$ cat src/mrtd_pkg.sv
package mrtd_pkg;

    localparam int DEF_MAX_TASKS   = 16;
    localparam int DEF_PERIOD_BITS = 32;

    // fixed widths of the result fields
    localparam int MASK_W  = 16;
    localparam int SLOT_W  = 4;
    localparam int COUNT_W = 32;
    localparam int TASK_W  = 32;

    localparam logic OP_TICK = 1'b0;
    localparam logic OP_ADD  = 1'b1;

    // one bit of the tick counter travelling down the cell row, MSB first
    typedef struct packed {
        logic valid;
        logic first;
        logic last;
        logic data;
    } tick_beat_t;

endpackage

$ cat src/mrtd_cell.sv
module mrtd_cell
    import mrtd_pkg::*;
#(
    parameter int PERIOD_BITS = DEF_PERIOD_BITS
)
(
    input  logic                   clk,
    input  logic                   rst_n,
    input  logic                   wr_en,
    input  logic [PERIOD_BITS-1:0] wr_period,
    input  tick_beat_t             beat_in,
    output tick_beat_t             beat_out,
    output logic                   fire
);

    logic [PERIOD_BITS-1:0] period_reg;
    logic [PERIOD_BITS-1:0] rem_reg;
    logic [PERIOD_BITS-1:0] rem_next;
    logic                   fire_reg;
    tick_beat_t             beat_reg;
    logic [PERIOD_BITS:0]   shifted;
    logic [PERIOD_BITS:0]   diff;

    // one restoring-division step per beat: remainder of counter mod period
    always_comb
    begin
        if (beat_in.first)
        begin
            shifted = {{PERIOD_BITS{1'b0}}, beat_in.data};
        end
        else
        begin
            shifted = {rem_reg, beat_in.data};
        end
        diff = shifted - {1'b0, period_reg};
        if (shifted >= {1'b0, period_reg})
        begin
            rem_next = diff[PERIOD_BITS-1:0];
        end
        else
        begin
            rem_next = shifted[PERIOD_BITS-1:0];
        end
    end

    always_ff @(posedge clk)
    begin
        if (wr_en)
        begin
            period_reg <= wr_period;
        end
        if (beat_in.valid)
        begin
            rem_reg <= rem_next;
        end
        if (beat_in.valid && beat_in.last)
        begin
            fire_reg <= (rem_next == '0) && (period_reg != '0);
        end
    end

    always_ff @(posedge clk or negedge rst_n)
    begin
        if (!rst_n)
        begin
            beat_reg <= '0;
        end
        else
        begin
            beat_reg <= beat_in;
        end
    end

    assign beat_out = beat_reg;
    assign fire     = fire_reg;

endmodule

$ cat src/multi_rate_tick_dispatcher_top.sv
// Periodic task dispatcher.
//
// Input channel (in_valid/in_ready): one beat is either a tick (opcode 0) or
// an add-task request (opcode 1, task_period). Output channel
// (out_valid/out_ready): exactly one result beat per input beat, in order.
//
// Add-task: the period goes into the next free slot; once MAX_TASKS slots are
// taken the request is refused (accepted = 0).
// Tick: the counter is incremented, then its bits are streamed MSB first down
// a row of MAX_TASKS cells. Each cell holds one period and runs a bit-serial
// restoring division, one step per cycle, handing the bit to its neighbor.
// A tick ends once the last counter bit has left the last cell of the row.
// Periods of zero never fire. The counter returns to zero once it reaches
// the largest stored period.
//
// The block handles one item at a time; the result sits in an output
// register, so the next item is taken while the receiver stalls. Reset
// clears the counter, the task count and the largest-period register.
module multi_rate_tick_dispatcher_top
    import mrtd_pkg::*;
#(
    parameter int MAX_TASKS   = DEF_MAX_TASKS,
    parameter int PERIOD_BITS = DEF_PERIOD_BITS
)
(
    input  logic               clk,
    input  logic               rst_n,
    input  logic               in_valid,
    output logic               in_ready,
    input  logic               opcode,
    input  logic [TASK_W-1:0]  task_period,
    output logic               out_valid,
    input  logic               out_ready,
    output logic [MASK_W-1:0]  fire_mask,
    output logic [COUNT_W-1:0] tick_count,
    output logic               accepted,
    output logic [SLOT_W-1:0]  slot_index
);

    localparam int CNT_W = $clog2(MAX_TASKS + 1);
    localparam int BIT_W = $clog2(PERIOD_BITS);

    // controller states
    localparam logic [1:0] ST_IDLE  = 2'd0;
    localparam logic [1:0] ST_RUN   = 2'd1;  // streaming counter bits
    localparam logic [1:0] ST_DRAIN = 2'd2;  // waiting for the last cell
    localparam logic [1:0] ST_HOLD  = 2'd3;  // result ready, output busy

    logic [1:0]             state_reg,   state_next;
    logic [PERIOD_BITS-1:0] counter_reg, counter_next;
    logic [PERIOD_BITS-1:0] maxp_reg,    maxp_next;
    logic [CNT_W-1:0]       count_reg,   count_next;
    logic [BIT_W-1:0]       bit_reg,     bit_next;

    // pending result
    logic [MASK_W-1:0]      res_fire_reg, res_fire_next;
    logic                   res_acc_reg,  res_acc_next;
    logic [SLOT_W-1:0]      res_slot_reg, res_slot_next;

    // output register
    logic                   out_valid_reg;
    logic [MASK_W-1:0]      fire_mask_reg;
    logic [COUNT_W-1:0]     tick_count_reg;
    logic                   accepted_reg;
    logic [SLOT_W-1:0]      slot_index_reg;
    logic                   out_load;

    logic                   add_ok;
    logic [PERIOD_BITS-1:0] new_period;
    logic [31:0]            count_wide;
    tick_beat_t             src_beat;
    tick_beat_t             chain [MAX_TASKS+1];
    logic [MAX_TASKS-1:0]   fire_vec;
    logic [MASK_W-1:0]      cur_mask;

    assign new_period = PERIOD_BITS'(task_period);
    assign count_wide = 32'(count_reg);
    assign in_ready   = (state_reg == ST_IDLE);
    assign add_ok     = in_valid && in_ready && (opcode == OP_ADD)
                        && (count_reg < CNT_W'(MAX_TASKS));

    // counter bits, MSB first
    always_comb
    begin
        src_beat       = '0;
        src_beat.valid = (state_reg == ST_RUN);
        src_beat.first = (bit_reg == BIT_W'(PERIOD_BITS - 1));
        src_beat.last  = (bit_reg == '0);
        src_beat.data  = counter_reg[bit_reg];
    end

    assign chain[0] = src_beat;

    genvar gi;
    generate
        for (gi = 0; gi < MAX_TASKS; gi++)
        begin : g_cell
            mrtd_cell #(
                .PERIOD_BITS (PERIOD_BITS)
            ) u_cell (
                .clk       (clk),
                .rst_n     (rst_n),
                .wr_en     (add_ok && (count_reg == CNT_W'(gi))),
                .wr_period (new_period),
                .beat_in   (chain[gi]),
                .beat_out  (chain[gi+1]),
                .fire      (fire_vec[gi])
            );
        end

        // slots beyond the stored count are masked; only the low 16 are reported
        for (gi = 0; gi < MASK_W; gi++)
        begin : g_mask
            if (gi < MAX_TASKS)
            begin : g_live
                assign cur_mask[gi] = fire_vec[gi] && (count_reg > CNT_W'(gi));
            end
            else
            begin : g_none
                assign cur_mask[gi] = 1'b0;
            end
        end
    endgenerate

    assign out_load = (state_reg == ST_HOLD) && (!out_valid_reg || out_ready);

    always_comb
    begin
        state_next    = state_reg;
        counter_next  = counter_reg;
        maxp_next     = maxp_reg;
        count_next    = count_reg;
        bit_next      = bit_reg;
        res_fire_next = res_fire_reg;
        res_acc_next  = res_acc_reg;
        res_slot_next = res_slot_reg;
        unique case (state_reg)
            ST_IDLE:
            begin
                if (in_valid)
                begin
                    if (opcode == OP_ADD)
                    begin
                        res_fire_next = '0;
                        if (add_ok)
                        begin
                            count_next    = count_reg + CNT_W'(1);
                            res_acc_next  = 1'b1;
                            res_slot_next = count_wide[SLOT_W-1:0];
                            if (new_period > maxp_reg)
                            begin
                                maxp_next = new_period;
                            end
                        end
                        else
                        begin
                            res_acc_next  = 1'b0;
                            res_slot_next = '0;
                        end
                        state_next = ST_HOLD;
                    end
                    else
                    begin
                        counter_next = counter_reg + PERIOD_BITS'(1);
                        bit_next     = BIT_W'(PERIOD_BITS - 1);
                        state_next   = ST_RUN;
                    end
                end
            end
            ST_RUN:
            begin
                bit_next = bit_reg - BIT_W'(1);
                if (bit_reg == '0)
                begin
                    state_next = ST_DRAIN;
                end
            end
            ST_DRAIN:
            begin
                if (chain[MAX_TASKS].valid && chain[MAX_TASKS].last)
                begin
                    res_fire_next = cur_mask;
                    res_acc_next  = 1'b1;
                    res_slot_next = '0;
                    if (counter_reg >= maxp_reg)
                    begin
                        counter_next = '0;
                    end
                    state_next = ST_HOLD;
                end
            end
            ST_HOLD:
            begin
                if (out_load)
                begin
                    state_next = ST_IDLE;
                end
            end
            default:
            begin
                state_next = ST_IDLE;
            end
        endcase
    end

    always_ff @(posedge clk or negedge rst_n)
    begin
        if (!rst_n)
        begin
            state_reg     <= ST_IDLE;
            counter_reg   <= '0;
            maxp_reg      <= '0;
            count_reg     <= '0;
            bit_reg       <= '0;
            out_valid_reg <= 1'b0;
        end
        else
        begin
            state_reg   <= state_next;
            counter_reg <= counter_next;
            maxp_reg    <= maxp_next;
            count_reg   <= count_next;
            bit_reg     <= bit_next;
            if (out_load)
            begin
                out_valid_reg <= 1'b1;
            end
            else if (out_ready)
            begin
                out_valid_reg <= 1'b0;
            end
        end
    end

    always_ff @(posedge clk)
    begin
        res_fire_reg <= res_fire_next;
        res_acc_reg  <= res_acc_next;
        res_slot_reg <= res_slot_next;
        if (out_load)
        begin
            fire_mask_reg  <= res_fire_reg;
            tick_count_reg <= COUNT_W'(counter_reg);
            accepted_reg   <= res_acc_reg;
            slot_index_reg <= res_slot_reg;
        end
    end

    assign out_valid  = out_valid_reg;
    assign fire_mask  = fire_mask_reg;
    assign tick_count = tick_count_reg;
    assign accepted   = accepted_reg;
    assign slot_index = slot_index_reg;

endmodule

$ cat config.mk
export PLATFORM = sky130hd
export DESIGN_NAME = multi_rate_tick_dispatcher_top
export DESIGN_NICKNAME = d
export VERILOG_FILES = /design/src/mrtd_pkg.sv /design/src/mrtd_cell.sv /design/src/multi_rate_tick_dispatcher_top.sv
export SDC_FILE = /design/constraint.sdc
export NUM_CORES = 2
export LEC_CHECK = 0
export BUFFER_PORTS_ARGS = -buffer_cell sky130_fd_sc_hd__buf_2
export CAP_MARGIN = 30
export CORE_MARGIN = 2
export CORE_UTILIZATION = 40
export CTS_CLUSTER_SIZE = 40
export DETAILED_ROUTE_END_ITERATION = 8
export PLACE_DENSITY_LB_ADDON = 0.25
export SLEW_MARGIN = 20
export SYNTH_ARGS = -nofsm -noshare
export SYNTH_HDL_FRONTEND = slang
export SYNTH_SLANG_ARGS = --single-unit
$ cat constraint.sdc
create_clock -name clk -period 12.65 [get_ports clk]
set_input_delay 3.795 -clock clk [delete_from_list [all_inputs] [get_ports clk]]
set_output_delay 3.795 -clock clk [all_outputs]
set_load 0.02 [all_outputs]
==> impl_metrics.csv <==
group,metric,value,unit
outcome,status,"complete, no violations",
finish,multi_input_area,41400,µm²
timing,setup_viol,0,
floorplanning,start_util,0.401,
global_route,busiest_layer,"met2",
route,antenna_left,0,
timing,grt_setup_unrepaired,"false",
cts,clock_sink_count,1253,
finish,final_nets,8950,
critical_path,rr_startpoint,"bit_reg[0]$_DFFE_PN0P_",
floorplanning,die_h,457,µm
critical_path,crit_fanout,60,
critical_path,crit_path_end_kind,"flip-flop",
yosys,yosys_warnings,0,
yosys,async_flop_share,0.111,
route,drc_errors,0,
finish,area_delta_synth_final,11.0,%
cts,postCtsSetupBuffers,0,
yosys,synth_nets,8866,
timing,finalClockSkew,0.0349,ns
yosys,synth_edf_count,1114,
timing,fmax,147,MHz
global_route,grtUsageMet3,0.0348,
route,avgViaCountPerCell,5.79,
power_and_ir_drop,p_per_area,290,nW/µm²
route,dr_total_vias,64532,
global_route,grt_pass1_vias,62484,
finish,layout_common_cells,"1114 x edfxtp_1, 756 x inv_1, 635 x a21oi_1",
finish,n_fill_cell,19236,
finish,final_common_cell,"edfxtp_1",
cts,clockRootBuffer,"clkbuf_16",
global_route,met2_usage,0.393,
cts,cts-resized-gates,0,
route,wl,262000,µm
timing,hold_viol_final,0,
route,dr.pass1.iters,6,
floorplanning,pin_count,92,
global_route,met1_usage,0.336,
global_route,grt_usage,0.245,
critical_path,crit_start,"bit_reg[0]$_DFFE_PN0P_",
yosys,synthDistinctLibCells,95,
critical_path,ff2ff_setup_slack,5.85,ns
timing,fin_crit_sh,0.538,
power_and_ir_drop,p_leak,0.0364,µW
place,gp_congestion,0.932,
cts,htreeDepth,4,
power_and_ir_drop,ir_worst_vdd,0.000176,V
critical_path,reg2regPathDepth,17,
yosys,syn_avg_cell_area,9.96,µm²
place,placed_area,85800,µm²
critical_path,rr_endpoint,"g_cell[0].u_cell.fire$_DFFE_PP_",
floorplanning,coreArea,204000,µm²
timing,slew_violations,0,
route,drt_iter0_markers,6726,
cts,ctsHoldBuffers,0,
finish,regArea,36900,µm²
timing,post-route-min-period,6.80,ns
critical_path,setup.worst_path.end,"g_cell[0].u_cell.fire$_DFFE_PP_",
job,drv_cap,0,
worst_hold_path,hold_class,"flip-flop to flip-flop",
critical_path,cp-start-kind,"flip-flop",
cts,cts_buffer_depth,3,
global_route,grt_pass1_wl,392000,µm
timing,timing.slew.headroom,0.278,
place,hpwl,185000,µm
yosys,seq_area_frac_synth,0.451,
timing,tightest_slew,1.07,ns
yosys,synth_area,81900,µm²
floorplanning,die_area,208000,µm²
timing,fin_tns_setup,0,ns
yosys,synth_seq_cells,1253,
global_route,grt_max_degree,61,
yosys,syn_inst,8225,
global_route,gr-total-overflow,0,
place,io_buffers,91,
cts,insertion_delay,0.81,ns
finish,final_area,90900,µm²
critical_path,cp.required,13.28,ns
yosys,synth_ff_type,"edfxtp_1",
critical_path,critPathArrivalTime,7.43,ns
cts,numCtsBuffers,150,
floorplanning,rows,166,
critical_path,worstSetupPathType,"flip-flop to flip-flop",
finish,layout-drive-gt1-share,0.0940,
global_route,antenna_found_initial,22,
route,wl_per_cell,23.5,µm
cts,tritoncts,"built",
cts,clk_pin_slew,0.06,ns
floorplanning,dieWidth,457,µm
==> Yosys cell counts, drive strengths merged, types with 139 or more instances <==
cell type	instances	area [µm²]
a21oi	638	3200
edfxtp	1114	33500
xor2	176	1540
nor2	450	1690
inv	756	2840
nand4	184	1150
nand2	567	2130
nor4	234	1460
ha	588	7360
xnor2	287	2510
o21ai	478	2400
a21o	210	1580
nor3	144	721
clkbuf	248	931
nand3	153	766
nor2b	480	3000
mux2	240	2710
dfrtp	139	3480
==> metal layers <==
metal,routed length [µm],vias up
met5,0,-
met4,9290,0
met3,17600,395
met2,120000,2402
met1,115000,31342
li1,-,30393
==> report_power, final <==
part / leakage (µW) / switching, µW / internal, µW
combinational: 0.0219 / 9310 / 5850
sequential: 0.0121 / 350 / 6470
clock: 0.00240 / 1820 / 2580
total: 0.0364 / 11500 / 14900
==> worst max-delay path, stage by stage (launching register included) <==
cell,delay [ns]
dfrtp_1,0.78
mux4_2,0.60
mux4_2,0.48
mux2i_1,0.48
ha_1,0.27
nor2b_1,0.06
o2111ai_1,0.22
a21o_1,0.19
a21oi_1,0.12
or2_1,0.31
a41o_1,0.31
o21ai_4,0.12
buf_4,0.50
mux2_2,0.44
or4_1,0.53
or4b_1,0.50
or4_1,0.49
nor4_1,0.23
==> stage by stage <==
step	std cells	util	hold WS (ns)	worst slack [ns]	total power, µW
after global placement	10834	0.420	0.355	5.34	21700
after global routing	11121	0.445	0.389	5.46	28300
final	11142	0.445	0.369	5.85	26400
after CTS	11114	0.445	0.369	5.85	26400
after detailed placement	10838	0.420	0.356	5.52	21800
after floorplan	8225	-	0.346	5.38	18000
==> logic make-up (layout without fill, tap and decap cells) <==
logic type	after synthesis	count (layout)	synth area share
AOI/OAI and AO/OA	1951	1951	0.149
xor gates and xnor gates	463	463	0.0495
adders and majority gates	604	604	0.0937
buffers and inverters	1029	1237	0.0473
DFF	1253	1253	0.451
muxes	295	295	0.0413
other	0	21	0
and+or+nand+nor	2630	2630	0.169
==> cell type report <==
class | instances | share of cell area
Timing Repair Buffer | 205 | 0.0157
Sequential cell | 1253 | 0.406
Tap cell | 2688 | 0.0370
Multi-Input combinational cell | 5943 | 0.455
Clock inverter | 78 | 0.00920
Antenna cell | 21 | 0.000578
Clock buffer | 198 | 0.0455
Inverter | 756 | 0.0312
==> worst min-delay path by stage <==
stage	from	end	slack, ns	depth (start not counted)
floorplan	g_cell[9].u_cell.beat_out[1]$_DFF_PN0_	g_cell[10].u_cell.beat_out[1]$_DFF_PN0_	0.35	0
global placement	g_cell[10].u_cell.beat_out[1]$_DFF_PN0_	g_cell[11].u_cell.beat_out[1]$_DFF_PN0_	0.35	0
detailed placement	g_cell[10].u_cell.beat_out[1]$_DFF_PN0_	g_cell[11].u_cell.beat_out[1]$_DFF_PN0_	0.36	0
CTS	g_cell[10].u_cell.beat_out[1]$_DFF_PN0_	g_cell[11].u_cell.beat_out[1]$_DFF_PN0_	0.37	0
global route	g_cell[10].u_cell.beat_out[1]$_DFF_PN0_	g_cell[11].u_cell.beat_out[1]$_DFF_PN0_	0.39	0
finish	g_cell[10].u_cell.beat_out[1]$_DFF_PN0_	g_cell[11].u_cell.beat_out[1]$_DFF_PN0_	0.37	0
No activity file was read; power rests on OpenSTA's default activity.
